File: src/rtl/mct_pkg.sv
// Package for the multi-click toggle button detector.
// Holds the state and event codes, register indexes, reset values and shared structs.
// No dependencies.
package mct_pkg;

  localparam int unsigned MaxClicks = 10;

  localparam logic [7:0] MAX_CLICKS = 8'(MaxClicks);

  typedef enum logic [2:0] {
    MODE_IDLE    = 3'd0,
    MODE_PRESSED = 3'd1,
    MODE_WAIT    = 3'd2,
    MODE_TOGGLED = 3'd3,
    MODE_TOG_REL = 3'd4
  } mode_e;

  typedef enum logic [1:0] {
    EV_NONE   = 2'd0,
    EV_CLICK  = 2'd1,
    EV_TOGGLE = 2'd2
  } ev_kind_e;

  typedef enum logic [2:0] {
    REG_ACTIVE_LOW    = 3'd0,
    REG_DEBOUNCE_MS   = 3'd1,
    REG_CLICK_MS      = 3'd2,
    REG_TOGGLE_MS     = 3'd3,
    REG_TOGGLE_ENABLE = 3'd4
  } reg_idx_e;

  localparam logic        RST_ACTIVE_LOW    = 1'b1;
  localparam logic [15:0] RST_DEBOUNCE_MS   = 16'd50;
  localparam logic [15:0] RST_CLICK_MS      = 16'd400;
  localparam logic [15:0] RST_TOGGLE_MS     = 16'd400;
  localparam logic        RST_TOGGLE_ENABLE = 1'b0;

  typedef struct packed {
    logic        active_low;
    logic [15:0] debounce_ms;
    logic [15:0] click_ms;
    logic [15:0] toggle_ms;
    logic        toggle_enable;
  } cfg_t;

  typedef struct packed {
    logic        pin_level;
    logic [31:0] now_ms;
  } sample_t;

  typedef struct packed {
    ev_kind_e   event_kind;
    logic [3:0] click_count;
  } result_t;

endpackage

File: src/rtl/mct_if.sv
// Valid/ready channel interfaces for button samples and detector events.
// No dependencies.
interface mct_in_if;
  logic        valid;
  logic        ready;
  logic        pin_level;
  logic [31:0] now_ms;

  modport source (output valid, output pin_level, output now_ms, input ready);
  modport sink   (input valid, input pin_level, input now_ms, output ready);
endinterface

interface mct_out_if;
  logic       valid;
  logic       ready;
  logic [1:0] event_kind;
  logic [3:0] click_count;

  modport source (output valid, output event_kind, output click_count, input ready);
  modport sink   (input valid, input event_kind, input click_count, output ready);
endinterface

File: src/rtl/multi_click_toggle_button.sv
// Top level of the multi-click toggle button detector.
// Depends on mct_pkg, mct_if, mct_cfg_regs and mct_core.
//
// The block takes one button sample request (pin level and millisecond timestamp) per
// clock while its output is not stalled and returns exactly one event request for each:
// none, a finished click sequence with its count, or a toggle. A sample is captured in
// an input register, stepped through the detector state machine when the result register
// can advance, and held in it. The sustained rate is one sample per cycle while the output
// is not stalled, set by the single state update per cycle. A stalled result register
// holds the input side only once the input register is also full. Configuration writes
// are taken at any time but should be made only while no sample is in flight.
module multi_click_toggle_button (
  input  logic        clk_i,
  input  logic        rst_ni,
  mct_in_if.sink      in_ch,
  mct_out_if.source   out_ch,
  input  logic        cfg_we_i,
  input  logic [2:0]  cfg_idx_i,
  input  logic [15:0] cfg_data_i
);
  import mct_pkg::*;

  cfg_t    cfg;
  sample_t sample_q;
  result_t step_result;
  result_t result_q;
  logic    in_vld_q;
  logic    out_vld_q;
  logic    advance;
  logic    step;
  logic    in_take;

  assign advance = !out_vld_q || out_ch.ready;
  assign step    = in_vld_q && advance;
  assign in_ch.ready = !in_vld_q || advance;
  assign in_take = in_ch.valid && in_ch.ready;

  mct_cfg_regs u_cfg (
    .clk_i      (clk_i),
    .rst_ni     (rst_ni),
    .cfg_we_i   (cfg_we_i),
    .cfg_idx_i  (cfg_idx_i),
    .cfg_data_i (cfg_data_i),
    .cfg_o      (cfg)
  );

  mct_core u_core (
    .clk_i    (clk_i),
    .rst_ni   (rst_ni),
    .cfg_i    (cfg),
    .step_i   (step),
    .sample_i (sample_q),
    .result_o (step_result)
  );

  always_ff @(posedge clk_i or negedge rst_ni) begin
    if (!rst_ni) begin
      in_vld_q  <= 1'b0;
      out_vld_q <= 1'b0;
    end else begin
      if (in_take) begin
        in_vld_q <= 1'b1;
      end else if (step) begin
        in_vld_q <= 1'b0;
      end
      if (advance) begin
        out_vld_q <= in_vld_q;
      end
    end
  end

  always_ff @(posedge clk_i) begin
    if (in_take) begin
      sample_q.pin_level <= in_ch.pin_level;
      sample_q.now_ms    <= in_ch.now_ms;
    end
    if (step) begin
      result_q <= step_result;
    end
  end

  assign out_ch.valid       = out_vld_q;
  assign out_ch.event_kind  = result_q.event_kind;
  assign out_ch.click_count = result_q.click_count;

  // A stepped sample always lands in the result register.
  a_step_lands: assert property (@(posedge clk_i) disable iff (!rst_ni)
    step |=> out_vld_q)
    else $error("stepped sample did not reach the result register");

  // A click event always carries a non-zero count.
  a_click_count: assert property (@(posedge clk_i) disable iff (!rst_ni)
    (out_vld_q && result_q.event_kind == EV_CLICK) |-> (result_q.click_count != 4'd0))
    else $error("click event with zero count");

  // Non-click events carry no count.
  a_no_count: assert property (@(posedge clk_i) disable iff (!rst_ni)
    (out_vld_q && result_q.event_kind != EV_CLICK) |-> (result_q.click_count == 4'd0))
    else $error("count on a non-click event");

  // The input register is never overwritten while it holds an unstepped sample.
  a_no_overrun: assert property (@(posedge clk_i) disable iff (!rst_ni)
    (in_vld_q && !step) |-> !in_take)
    else $error("input register overrun");

endmodule

File: src/rtl/mct_cfg_regs.sv
// Configuration register bank of the button detector.
// Depends on mct_pkg.
module mct_cfg_regs (
  input  logic               clk_i,
  input  logic               rst_ni,
  input  logic               cfg_we_i,
  input  logic [2:0]         cfg_idx_i,
  input  logic [15:0]        cfg_data_i,
  output mct_pkg::cfg_t      cfg_o
);
  import mct_pkg::*;

  cfg_t cfg_q, cfg_d;

  always_comb begin
    cfg_d = cfg_q;
    if (cfg_we_i) begin
      unique case (cfg_idx_i)
        REG_ACTIVE_LOW:    cfg_d.active_low    = cfg_data_i[0];
        REG_DEBOUNCE_MS:   cfg_d.debounce_ms   = cfg_data_i;
        REG_CLICK_MS:      cfg_d.click_ms      = cfg_data_i;
        REG_TOGGLE_MS:     cfg_d.toggle_ms     = cfg_data_i;
        REG_TOGGLE_ENABLE: cfg_d.toggle_enable = cfg_data_i[0];
        default:           cfg_d = cfg_q;
      endcase
    end
  end

  always_ff @(posedge clk_i or negedge rst_ni) begin
    if (!rst_ni) begin
      cfg_q.active_low    <= RST_ACTIVE_LOW;
      cfg_q.debounce_ms   <= RST_DEBOUNCE_MS;
      cfg_q.click_ms      <= RST_CLICK_MS;
      cfg_q.toggle_ms     <= RST_TOGGLE_MS;
      cfg_q.toggle_enable <= RST_TOGGLE_ENABLE;
    end else begin
      cfg_q <= cfg_d;
    end
  end

  assign cfg_o = cfg_q;

endmodule

File: src/rtl/mct_core.sv
// Press/click/toggle state machine: state registers plus the per-sample step logic.
// Depends on mct_pkg.
module mct_core (
  input  logic              clk_i,
  input  logic              rst_ni,
  input  mct_pkg::cfg_t     cfg_i,
  input  logic              step_i,
  input  mct_pkg::sample_t  sample_i,
  output mct_pkg::result_t  result_o
);
  import mct_pkg::*;

  mode_e       mode_q, mode_d;
  mode_e       prior_q, prior_d;
  logic [31:0] stamp_q, stamp_d;
  logic [7:0]  tally_q, tally_d;

  logic        pressed;
  logic [31:0] elapsed;
  logic        lt_debounce, lt_click, gt_click, lt_toggle, gt_toggle;
  logic        seq_reportable;

  assign pressed     = cfg_i.active_low ? ~sample_i.pin_level : sample_i.pin_level;
  assign elapsed     = sample_i.now_ms - stamp_q;
  assign lt_debounce = elapsed < {16'd0, cfg_i.debounce_ms};
  assign lt_click    = elapsed < {16'd0, cfg_i.click_ms};
  assign gt_click    = elapsed > {16'd0, cfg_i.click_ms};
  assign lt_toggle   = elapsed < {16'd0, cfg_i.toggle_ms};
  assign gt_toggle   = elapsed > {16'd0, cfg_i.toggle_ms};

  // A finished sequence is reported only for a tally of one up to the limit.
  assign seq_reportable = (tally_q != 8'd0) && (tally_q <= MAX_CLICKS);

  // Next state
  always_comb begin
    mode_d  = mode_q;
    prior_d = prior_q;
    stamp_d = stamp_q;
    tally_d = tally_q;
    if (step_i) begin
      unique case (mode_q)
        MODE_IDLE: begin
          if (pressed) begin
            mode_d  = MODE_PRESSED;
            prior_d = mode_q;
            stamp_d = sample_i.now_ms;
          end
        end
        MODE_PRESSED: begin
          if (!pressed) begin
            if (lt_debounce) begin
              // Bounce: fall back to wherever the press came from.
              mode_d  = prior_q;
              prior_d = mode_q;
            end else if (lt_click) begin
              tally_d = tally_q + 8'd1;
              mode_d  = MODE_WAIT;
              prior_d = mode_q;
              stamp_d = sample_i.now_ms;
            end else begin
              mode_d  = MODE_IDLE;
              prior_d = mode_q;
              tally_d = 8'd0;
            end
          end else if (cfg_i.toggle_enable && gt_toggle) begin
            mode_d  = MODE_TOGGLED;
            prior_d = mode_q;
            stamp_d = sample_i.now_ms;
          end
        end
        MODE_WAIT: begin
          if (gt_click) begin
            mode_d  = MODE_IDLE;
            prior_d = mode_q;
            tally_d = 8'd0;
          end else if (pressed) begin
            mode_d  = MODE_PRESSED;
            prior_d = mode_q;
            stamp_d = sample_i.now_ms;
          end
        end
        MODE_TOGGLED: begin
          if (!pressed) begin
            mode_d  = MODE_TOG_REL;
            prior_d = mode_q;
            stamp_d = sample_i.now_ms;
          end
        end
        MODE_TOG_REL: begin
          if (pressed) begin
            if (lt_toggle) begin
              mode_d  = prior_q;
              prior_d = mode_q;
            end
          end else if (gt_toggle) begin
            // The hold timer is deliberately not restarted here.
            mode_d  = MODE_PRESSED;
            prior_d = mode_q;
          end
        end
        default: begin
          mode_d  = MODE_IDLE;
          prior_d = mode_q;
        end
      endcase
    end
  end

  // Event outputs
  always_comb begin
    result_o.event_kind  = EV_NONE;
    result_o.click_count = 4'd0;
    unique case (mode_q)
      MODE_PRESSED: begin
        if (!pressed) begin
          if (!lt_debounce && !lt_click && seq_reportable) begin
            result_o.event_kind  = EV_CLICK;
            result_o.click_count = tally_q[3:0];
          end
        end else if (cfg_i.toggle_enable && gt_toggle) begin
          result_o.event_kind = EV_TOGGLE;
        end
      end
      MODE_WAIT: begin
        if (gt_click && seq_reportable) begin
          result_o.event_kind  = EV_CLICK;
          result_o.click_count = tally_q[3:0];
        end
      end
      MODE_TOG_REL: begin
        if (!pressed && gt_toggle) begin
          result_o.event_kind = EV_TOGGLE;
        end
      end
      default: begin
        result_o.event_kind  = EV_NONE;
        result_o.click_count = 4'd0;
      end
    endcase
  end

  always_ff @(posedge clk_i or negedge rst_ni) begin
    if (!rst_ni) begin
      mode_q  <= MODE_IDLE;
      prior_q <= MODE_IDLE;
      stamp_q <= 32'd0;
      tally_q <= 8'd0;
    end else begin
      mode_q  <= mode_d;
      prior_q <= prior_d;
      stamp_q <= stamp_d;
      tally_q <= tally_d;
    end
  end

endmodule
File: src/flat_wrapper.sv
// flat-port wrapper written by rule: the top's interface ports become plain ports
module multi_click_toggle_button_flat import mct_pkg::*;
  (clk_i, rst_ni, cfg_we_i, cfg_idx_i, cfg_data_i, in_ch_valid, in_ch_pin_level, in_ch_now_ms, in_ch_ready, out_ch_valid, out_ch_event_kind, out_ch_click_count, out_ch_ready);
  mct_in_if in_ch_i ();
  mct_out_if out_ch_i ();
  input  logic clk_i;
  input  logic rst_ni;
  input  logic cfg_we_i;
  input  logic [2:0] cfg_idx_i;
  input  logic [15:0] cfg_data_i;
  input wire logic [$bits(in_ch_i.valid)-1:0] in_ch_valid;
  input wire logic [$bits(in_ch_i.pin_level)-1:0] in_ch_pin_level;
  input wire logic [$bits(in_ch_i.now_ms)-1:0] in_ch_now_ms;
  output wire logic [$bits(in_ch_i.ready)-1:0] in_ch_ready;
  output wire logic [$bits(out_ch_i.valid)-1:0] out_ch_valid;
  output wire logic [$bits(out_ch_i.event_kind)-1:0] out_ch_event_kind;
  output wire logic [$bits(out_ch_i.click_count)-1:0] out_ch_click_count;
  input wire logic [$bits(out_ch_i.ready)-1:0] out_ch_ready;
  assign in_ch_i.valid = in_ch_valid;
  assign in_ch_i.pin_level = in_ch_pin_level;
  assign in_ch_i.now_ms = in_ch_now_ms;
  assign in_ch_ready = in_ch_i.ready;
  assign out_ch_valid = out_ch_i.valid;
  assign out_ch_event_kind = out_ch_i.event_kind;
  assign out_ch_click_count = out_ch_i.click_count;
  assign out_ch_i.ready = out_ch_ready;
  multi_click_toggle_button u_core (.clk_i(clk_i), .rst_ni(rst_ni), .in_ch(in_ch_i), .out_ch(out_ch_i), .cfg_we_i(cfg_we_i), .cfg_idx_i(cfg_idx_i), .cfg_data_i(cfg_data_i));
endmodule
File: config.mk
export PLATFORM = sky130hd
export DESIGN_NAME = multi_click_toggle_button_flat
export DESIGN_NICKNAME = d
export VERILOG_FILES = /design/src/rtl/mct_pkg.sv /design/src/rtl/mct_if.sv /design/src/rtl/multi_click_toggle_button.sv /design/src/rtl/mct_cfg_regs.sv /design/src/rtl/mct_core.sv /design/src/flat_wrapper.sv
export SDC_FILE = /design/constraint.sdc
export NUM_CORES = 1
export LEC_CHECK = 0
export ABC_CLOCK_PERIOD_IN_PS = 14250
export BUFFER_PORTS_ARGS = -buffer_cell sky130_fd_sc_hd__buf_4
export CAP_MARGIN = 20
export CORE_MARGIN = 10
export CORE_UTILIZATION = 50
export DETAILED_ROUTE_END_ITERATION = 7
export GPL_ROUTABILITY_DRIVEN = 0
export HOLD_SLACK_MARGIN = 0.12
export PLACE_DENSITY = 0.68
export REMOVE_ABC_BUFFERS = 1
export SLEW_MARGIN = 20
export SYNTH_ARGS = -nofsm -noshare
export SYNTH_HDL_FRONTEND = slang
export SYNTH_SLANG_ARGS = --single-unit
File: constraint.sdc
create_clock -name clk_i -period 14.25 [get_ports clk_i]
set_clock_uncertainty 0.2 [all_clocks]
set_input_delay 2.1375 -clock clk_i [delete_from_list [all_inputs] [get_ports clk_i]]
set_output_delay 2.1375 -clock clk_i [all_outputs]
set_load 0.05 [all_outputs]
==> results by group, run 1 <==
Setup path
  • Data arrival, critical path: 5.52 ns
  • Top cell by count, worst path: a21o_1
  • Crit path kind: reg2reg
  • Nature of the critical path endpoint: flip-flop
  • Slowest stage delay, CP: 0.53 ns
  • Reg-to-Reg Start: u_core.u_core.stamp_q[4]
  • Reg2Reg Setup Slack: 8.83 ns
  • Req. time, crit path: 14.36 ns
  • Crit path max fanout: 32
  • Reg2reg path depth: 19
  • Slowest cell on crit path: a221oi_1
  • Critical path startpoint category: flip-flop
  • Crit-path cells: inv_1 > ha_1 > a21o_1 > a21o_2 > or2_2 > a21o_2 > a21o_1 > xor2_1 > ha_1 > a21o_1 > a21oi_1 > o21ai_0 > a221oi_1 > nor2_1 > a311oi_1 > o211a_1 > a21oi_4 > buf_4 > mux2_4
  • Reg2reg end: u_core.u_core.stamp_q[9]

Timing
  • FMAX: 185 MHz
  • Final hold viol count: 0
  • Final setup fails: 0
  • Unrepaired setup endpoints after global routing: no
  • WHS: 0.292 ns
  • Slew @ Worst Pin: 0.721 ns
  • PnR worst setup slack: 8.83 ns
  • Period utilisation layout: 38.0%
  • Slew Viols, Final: 0
  • Max_slew headroom: 51.9%
  • Setup_tns: 0 ns
  • Fin crit period: 5.42 ns

Global routing
  • Initial antenna violation count: 0
  • Total global routing overflow: 0
  • Vias in the first global route: 6775
  • Pin count of the biggest net entering global routing: 58
  • GRT Util Overall: 17.1%
  • First-pass GRT wire length: 33.6 mm

Worst hold path
  • Hold_sp: u_core.in_vld_q
  • Hold path depth: 1
  • Tightest Hold Check Type: reg2reg
  • Hold Path End: u_core.out_ch.valid

CTS
  • # resized after CTS: 0
  • H-tree depth: 4
  • CTS buffer count: 17
  • CTS tree: yes
  • Clk sinks: 137
  • Setup repair bufs after CTS: 0
  • CTS clk-pin slew, worst paths: 0.06 ns
  • CTS Hold Bufs: 0
  • CTS Buffer Depth: 2
  • Clk root buf: clkbuf_16
  • Clock Latency Late Sink: 0.43 ns

Die
  • Chip height: 153 um
  • Core area: 17400 um^2
  • FP Rows: 48
  • Die ar.: 23500 um^2
  • Initial Utilization: 51.1%
  • DIE WIDTH: 153 um
  • Ports: 65

Outcome
  • Status: completed

Cells and area
  • Ant diodes: 0
  • Most common cell after layout, fill and taps aside: inv_1
  • Commonest cells after routing, fill and taps aside: inv_1 (92), dfrtp_1 (88), nand2_1 (84)
  • Area Growth Syn to Fin: 14.4%
  • Fraction of layout cells with a size suffix above 1: 19.8%
  • Nets@finish: 1090
  • Final Util: 58.4%

Place
  • Hpwl dp: 14.5 mm
  • Port buffer count: 64
  • Post-Place Setup Slack: 8.89 ns

Route
  • Drt drc: 0
  • DRT antenna net count: 0
  • Routed WL: 19.8 mm
  • Via density: 5.67
  • Avg WL per Cell: 16.7 um
  • DR iter-0 viols: 532
  • Pre-Repair DR Iteration Count: 6
  • Vias post-DR: 6738

Power
  • Max VDD drop: 100 uV
  • Static leakage: 4.67 nW
  • Power per Cell Area: 231 nW/um^2

Yosys
  • Cells after Synth: 891
  • Ys async rst share: 71.5%
  • Post-synth EDFFs: 39
  • Most used flip-flop cell after synthesis: dfrtp_1
  • Seq/Total Area, Yosys: 41.0%
  • Mean Syn Cell Area: 9.95 um^2
  • Synth cell types: 83
  • Synthesized cell area: 8860 um^2
  • Seq cells post-synth: 137
  • Synth Warn #: 0

Job
  • Max cap viols: 0
kinds of logic (layout without fill, tap and decap cells):
logic type / count (synthesis) / count (layout) / share of synthesized area, %
AOI/OAI and AO/OA: 237 / 237 / 16.8
and+or+nand+nor: 234 / 234 / 13.5
DFF: 137 / 137 / 41.0
buffers and inverters: 121 / 194 / 6.37
adders and majority gates: 82 / 82 / 11.7
muxes: 56 / 56 / 8.29
xor gates and xnor gates: 24 / 24 / 2.37
flip-flops by register name, indices dropped and copies added, names as in the netlist:
signal and cells:
u_core.in_vld_q 1, u_core.u_core.prior_q 3, u_core.sample_q 33, u_core.u_core.stamp_q 32, u_core.u_cfg.cfg_o 50, u_core.out_ch.event_kind 2
u_core.u_core.tally_q 8, u_core.out_ch.valid 1, u_core.out_ch.click_count 4, u_core.u_core.mode_q 3
cell usage after synthesis, types with 5 or more instances:
master / n / area share (%)
inv_1: 92 / 3.9
nor2_1: 37 / 1.6
a21o_1: 24 / 2.0
clkbuf_8: 5 / 0.78
mux2_2: 23 / 2.9
dfstp_2: 10 / 3.0
xor2_1: 10 / 0.99
nand2_1: 84 / 3.6
xnor2_1: 14 / 1.4
nor4_1: 7 / 0.49
nand3b_1: 5 / 0.42
nor3_1: 20 / 1.1
a31oi_1: 5 / 0.35
nand2b_1: 7 / 0.49
mux2_4: 29 / 4.9
o21ai_0: 83 / 4.7
nand3_1: 17 / 0.96
ha_1: 81 / 11
nand4_1: 17 / 1.2
o211ai_1: 9 / 0.76
clkbuf_1: 16 / 0.68
a21oi_1: 59 / 3.3
dfrtp_1: 88 / 25
edfxtp_1: 39 / 13
worst max-delay path: cells and delay by family (launching register included):
kind	cells	cell delay, ns
multiplexers	1	0.37
adder cells (fa/ha/maj)	2	0.70
XOR/XNOR	1	0.30
AO/OA/AOI/OAI	11	2.44
AND/OR/NAND/NOR	2	0.55
flip-flops	1	0.34
buffers and inverters	2	0.37
per-stage QoR:
step	instances	total power, mW	area, um^2
3_5_place_dp	1156	1.83	9470
5_1_grt	1189	2.53	10100
6_report	1189	2.34	10100
4_1_cts	1188	2.34	10100
2_1_floorplan	862	1.52	8640
3_3_place_gp	1156	1.80	9470
worst max path at each step:
stage                                     end                startpoint  slack [ns]
detailed placement   u_core.u_core.stamp_q[0]        u_core.sample_q[4]        8.89
CTS                  u_core.u_core.stamp_q[9]  u_core.u_core.stamp_q[4]        8.87
finish               u_core.u_core.stamp_q[9]  u_core.u_core.stamp_q[4]        8.83
global placement     u_core.u_core.stamp_q[0]        u_core.sample_q[4]        9.04
global route        u_core.u_core.stamp_q[16]  u_core.u_core.stamp_q[4]        8.54
floorplan            u_core.u_core.stamp_q[0]        u_core.sample_q[4]        9.07
report_power, final:
part           switching, mW  internal (mW)
Sequential            0.0567          0.503
Clock                  0.171          0.318
Combinational          0.742          0.554
cell type report:
type | count | area, um^2
clock buffers | 19 | 453
clock inverters | 13 | 199
fillers | 1476 | 7220
inverters | 92 | 345
multi-input cells | 633 | 4690
flip-flops and latches | 137 | 3640
well taps | 225 | 282
repair buffers | 70 | 529
per-layer routing:
layer  vias up  global-route usage [%]  wire length (um)
met4         0                    7.63               468
met5         -                       0                 0
met3        30                    2.47               665
li1       3334                       -                 -
met2       158                    26.8              9120
met1      3216                    22.9              9580
Power figures use the tool's default switching activity.
==> inputs of run 2 (changes only) <==
ABC_CLOCK_PERIOD_IN_PS = 5200   (was 14250)
clock period = 5.2 ns   (was 14.25 ns; I/O delays follow)
==> run 2 against run 1 <==
Compared with the run above:
- utilization up 0.81 points
- die area unchanged
- via count up 1.5%
- hold slack worse by 0.085 ns
- final area up 1.4%
- critical endpoint is now u_core.u_core.stamp_q[30]
==> results by group, run 2 (same netlist as run 1, synthesis figures left out) <==
Global routing
  • First-pass GRT wire length: 32.2 mm
  • Pin count of the biggest net entering global routing: 57
  • GRT Util Overall: 16.5%
  • Vias in the first global route: 6582
  • Total global routing overflow: 0
  • Initial antenna violation count: 0

Setup path
  • Reg2reg path depth: 19
  • CP startpoint: u_core.sample_q[4]
  • Reg2reg end: u_core.u_core.stamp_q[30]
  • Crit path kind: reg2reg
  • Data arrival, critical path: 5.06 ns
  • Worst setup path end: u_core.u_core.stamp_q[30]
  • Req. time, crit path: 5.31 ns
  • Crit path max fanout: 8
  • Reg2Reg Setup Slack: 0.25 ns
  • Nature of the critical path endpoint: flip-flop
  • Reg-to-Reg Start: u_core.sample_q[4]
  • Critical path startpoint category: flip-flop

Job
  • Max cap viols: 0

Route
  • DRT antenna net count: 0
  • Pre-Repair DR Iteration Count: 6
  • Vias post-DR: 6836
  • DR iter-0 viols: 523
  • Routed WL: 20.0 mm
  • Avg WL per Cell: 16.7 um
  • Via density: 5.71
  • Drt drc: 0

Timing
  • Final hold viol count: 0
  • Max_slew headroom: 30.4%
  • Final setup fails: 0
  • Fin crit period: 4.95 ns
  • Setup_tns: 0 ns
  • Period utilisation layout: 95.1%
  • FMAX: 202 MHz
  • Slew Viols, Final: 0
  • Slew @ Worst Pin: 1.04 ns

CTS
  • Clk root buf: clkbuf_16
  • H-tree depth: 4
  • Clk sinks: 137
  • Clock Latency Late Sink: 0.43 ns
  • CTS Hold Bufs: 0
  • CTS buffer count: 17
  • CTS tree: yes
  • CTS Buffer Depth: 2
  • CTS clk-pin slew, worst paths: 0.06 ns

Cells and area
  • Fraction of layout cells with a size suffix above 1: 21.9%
  • Fin area: 10300 um^2
  • Ant diodes: 0
  • Area Growth Syn to Fin: 16.0%
  • Footprint of the multi-input gates: 4790 um^2
  • Most common cell after layout, fill and taps aside: inv_1
  • Fillcell total: 1499
  • Commonest cells after routing, fill and taps aside: inv_1 (92), dfrtp_1 (88), nand2_1 (83), o21ai_0 (83), ha_1 (80)
  • Register area: 3640 um^2
  • Max FFs per register: 50
  • Nets@finish: 1099
  • Non-Filler Instances: 1198

Place
  • Dpl cells: 1159
  • Port buffer count: 64
  • Hpwl dp: 14.5 mm
  • Placed inst area: 9510 um^2

Die
  • Chip height: 153 um
  • Core area: 17400 um^2
  • Initial Utilization: 51.1%
  • Ports: 65
  • Die ar.: 23500 um^2
  • FP Rows: 48
  • DIE WIDTH: 153 um

Power
  • Power per Cell Area: 634 nW/um^2
  • Max VDD drop: 314 uV
  • Static leakage: 4.75 nW

Worst hold path
  • Tightest Hold Check Type: in2async

Outcome
  • Status: completed
[run 2: cell count changes in the layout (fill, tap and decap cells not counted), moves of 2 or more]
cell	change
buf_4	+6
a21oi_2	+2
clkinv_1	-3
clkbuf_8	+2
a21oi_1	-2
clkinv_2	+2
clkbuf_16	+3
xnor2_2	+6
clkinvlp_4	-2
clkbuf_1	+4
bufinv_16	-4
xnor2_1	-6
[run 2: critical path, stage by stage (launching register included)]
cell	delay [ns]
edfxtp_1	0.40
ha_1	0.39
a21o_1	0.24
a21o_2	0.23
or2_2	0.31
a21o_2	0.20
a21o_1	0.22
xor2_2	0.18
ha_1	0.32
a21o_1	0.17
a21oi_1	0.13
o21ai_0	0.14
a221oi_2	0.38
nor2_1	0.11
a311oi_1	0.28
o211a_1	0.23
a21oi_4	0.07
buf_4	0.18
clkbuf_16	0.18
mux2_4	0.30
[run 2: area by class of cell]
class	count	share of cell area, %
clock buffer	27	5.31
clock inverter	5	0.523
inverter	92	3.36
multi-input combinational	633	46.6
sequential	137	35.4
tap	225	2.74
timing repair buffer	79	6.14
[run 2: worst min path at each step]
stage               cells past startpoint  slack (ns)                         to
floorplan                               1        0.26        u_core.out_ch.valid
global placement                        1        0.27        u_core.out_ch.valid
detailed placement                      1        0.29        u_core.out_ch.valid
CTS                                     1        0.23  u_core.u_core.stamp_q[12]
global route                            1        0.26   u_core.u_core.stamp_q[2]
finish                                  1        0.21   u_core.u_core.stamp_q[2]
[run 2: layer usage]
metal / share of wire, % / track usage (%) / wire length, um
met1: 48 / 21.5 / 9510
met2: 46 / 26.0 / 9200
met3: 3.8 / 3.45 / 756
met4: 2.6 / 6.86 / 512
met5: 0 / 0 / 0
[run 2: power by group]
group / internal, mW / switching [mW]
Combinational: 1.65 / 2.12
Clock: 0.765 / 0.452
Sequential: 1.38 / 0.153
[run 2: timing repair]
item	CTS	global route
setup buffers	0	4
setup endpoints to repair	0	49
resized for setup	0	17
[run 2: per-stage QoR]
stage | setup slack [ns] | util (%) | hold WS, ns | total power, mW
finish | 0.252 | 59.2 | 0.206 | 6.52
global route | -0.0471 | 59.2 | 0.264 | 7.02
CTS | 0.108 | 58.2 | 0.225 | 6.32
detailed placement | 0.220 | 54.8 | 0.288 | 5.05
global placement | 0.316 | 54.8 | 0.267 | 4.98
floorplan | 0.0199 | - | 0.257 | 4.18
==> inputs of run 3 (changes only) <==
ABC_CLOCK_PERIOD_IN_PS = 4500   (was 5200)
BUFFER_PORTS_ARGS = unset   (was -buffer_cell sky130_fd_sc_hd__buf_4)
DONT_BUFFER_PORTS = 1   (was unset)
clock period = 4.5 ns   (was 5.2 ns; I/O delays follow)
==> run 3 against run 2 <==
Compared with the run above:
- the flow now finishes with violations (negative setup slack)
- sequential power increased by 17%
- register-to-register slack lost 0.40 ns
- maximum frequency up 6.5%
- clock power rose by 9%
- highest routed layer unchanged
- global-route usage rose by 1.4 points
- cell count increased by 0.33%
- critical path depth grew 2
==> results by group, run 3 (same netlist as run 1, synthesis figures left out) <==
Place
  • Port buffer count: 0
  • Hpwl dp: 15.1 mm
  • Dpl cells: 1151

Die
  • FP Rows: 48
  • Die ar.: 23500 um^2
  • Initial Utilization: 51.1%
  • DIE WIDTH: 153 um
  • Chip height: 153 um
  • Ports: 65
  • Core area: 17400 um^2

Timing
  • Max_slew headroom: 30.7%
  • Fin crit period: 4.65 ns
  • Unrepaired setup endpoints after global routing: yes
  • Slew Viols, Final: 0
  • Final setup fails: 32
  • WHS: 0.139 ns
  • PnR worst setup slack: -0.146 ns
  • Slew @ Worst Pin: 1.04 ns
  • Final hold viol count: 0
  • FMAX: 215 MHz
  • Period utilisation layout: 103%

Power
  • Static leakage: 4.83 nW
  • Total power: 8.35 mW
  • Power per Cell Area: 792 nW/um^2
  • Max VDD drop: 426 uV

Cells and area
  • Fraction of layout cells with a size suffix above 1: 25.2%
  • Footprint of the multi-input gates: 4960 um^2
  • Final Util: 60.7%
  • Commonest cells after routing, fill and taps aside: inv_1 (92), dfrtp_1 (88), nand2_1 (82)
  • Register area: 3640 um^2
  • Most common cell after layout, fill and taps aside: inv_1
  • Non-Filler Instances: 1202
  • Nets@finish: 1103
  • Fillcell total: 1417
  • Max FFs per register: 50
  • Ant diodes: 0
  • Area Growth Syn to Fin: 18.9%

Job
  • Max cap viols: 0

CTS
  • Clk root buf: clkbuf_16
  • CTS tree: yes
  • CTS clk-pin slew, worst paths: 0.06 ns
  • CTS buffer count: 17
  • Clk sinks: 137
  • H-tree depth: 4
  • CTS Buffer Depth: 2
  • Clock Latency Late Sink: 0.43 ns

Global routing
  • GRT Util Overall: 17.9%
  • Total global routing overflow: 0
  • First-pass GRT wire length: 34.9 mm
  • Pin count of the biggest net entering global routing: 99
  • Vias in the first global route: 7016
  • Initial antenna violation count: 0

Outcome
  • Status: complete, but fails checks
  • Failing checks: negative setup slack

Setup path
  • CP startpoint: u_core.u_core.stamp_q[4]
  • Reg2reg end: u_core.u_core.stamp_q[29]
  • Reg-to-Reg Start: u_core.u_core.stamp_q[4]
  • Reg2reg path depth: 21
  • Crit path max fanout: 7
  • Data arrival, critical path: 4.75 ns
  • Worst setup path end: u_core.u_core.stamp_q[29]
  • Nature of the critical path endpoint: flip-flop
  • Critical path startpoint category: flip-flop
  • Req. time, crit path: 4.60 ns
  • Crit path kind: reg2reg
  • Reg2Reg Setup Slack: -0.15 ns

Route
  • Vias post-DR: 6902
  • DR iter-0 viols: 474
  • Avg WL per Cell: 17.7 um
  • Pre-Repair DR Iteration Count: 5
  • Via density: 5.74
  • Drt drc: 0
  • Routed WL: 21.3 mm
  • DRT antenna net count: 0

Worst hold path
  • Tightest Hold Check Type: in2reg
==> run 3: repair_timing <==
item | 4_1_cts | 5_1_grt
gates cloned | 2 | 1
endpoints found under the setup margin | 49 | 51
gates resized for setup | 34 | 44
hold buffers | 2 | 0
setup buffers | 7 | 10
hold endpoints to repair | 98 | 0
pin swaps | 17 | 29
==> run 3: through the flow <==
stage          worst slack, ns  setup TNS [ns]  area (um^2)
2_1_floorplan           -0.680          -19.69         8640
3_3_place_gp            -0.143           -4.71         9440
3_5_place_dp            -0.301          -10.01         9460
4_1_cts                -0.0936           -2.52        10300
5_1_grt                 -0.282           -9.63        10500
6_report                -0.146           -4.06        10500
==> run 3: power breakdown <==
| part | internal [mW] | switching, mW |
|---|---|---|
| registers | 1.59 | 0.201 |
| logic | 2.50 | 2.73 |
| clock network | 0.791 | 0.535 |
| total | 4.88 | 3.46 |
==> run 3: worst min-delay path by stage <==
stage / from / to / slack, ns / cells past startpoint
after floorplan: rst_ni / u_core.in_vld_q / 0.18 / 0
after global placement: rst_ni / u_core.u_core.stamp_q[2] / 0.19 / 0
after detailed placement: rst_ni / u_core.u_core.stamp_q[8] / 0.18 / 0
after CTS: in_ch_now_ms[16] / u_core.sample_q[16] / 0.12 / 0
after global routing: in_ch_now_ms[15] / u_core.sample_q[15] / 0.12 / 0
final: in_ch_now_ms[15] / u_core.sample_q[15] / 0.14 / 0
==> run 3: per-layer routing <==
metal	part of all wire, %	track usage, %	vias to the layer above
li1	-	-	3365
met3	4.4	4.21	42
met4	2.4	5.54	0
met2	46	28.7	178
met1	47	23.3	3317
met5	0	0	-
==> run 3: cell type report <==
class                   instances  share of cell area (%)
multi-input cells             633                    47.1
flip-flops and latches        137                    34.5
repair buffers                 83                    7.17
clock buffers                  25                    4.90
inverters                      92                    3.28
well taps                     225                    2.67
clock inverters                 7                   0.380
==> run 3: critical path: stages, from the launching register on <==
cell,delay [ns]
dfrtp_1,0.36
inv_1,0.05
ha_1,0.30
a21o_1,0.21
a21o_2,0.20
or2_4,0.23
a21o_2,0.19
a21o_1,0.20
xor2_2,0.21
buf_4,0.15
buf_4,0.13
ha_4,0.21
a21o_1,0.17
a21oi_2,0.16
o21ai_1,0.09
a21oi_2,0.16
and2b_2,0.25
o211a_1,0.25
a21oi_4,0.21
buf_12,0.16
buf_12,0.14
mux2_4,0.30
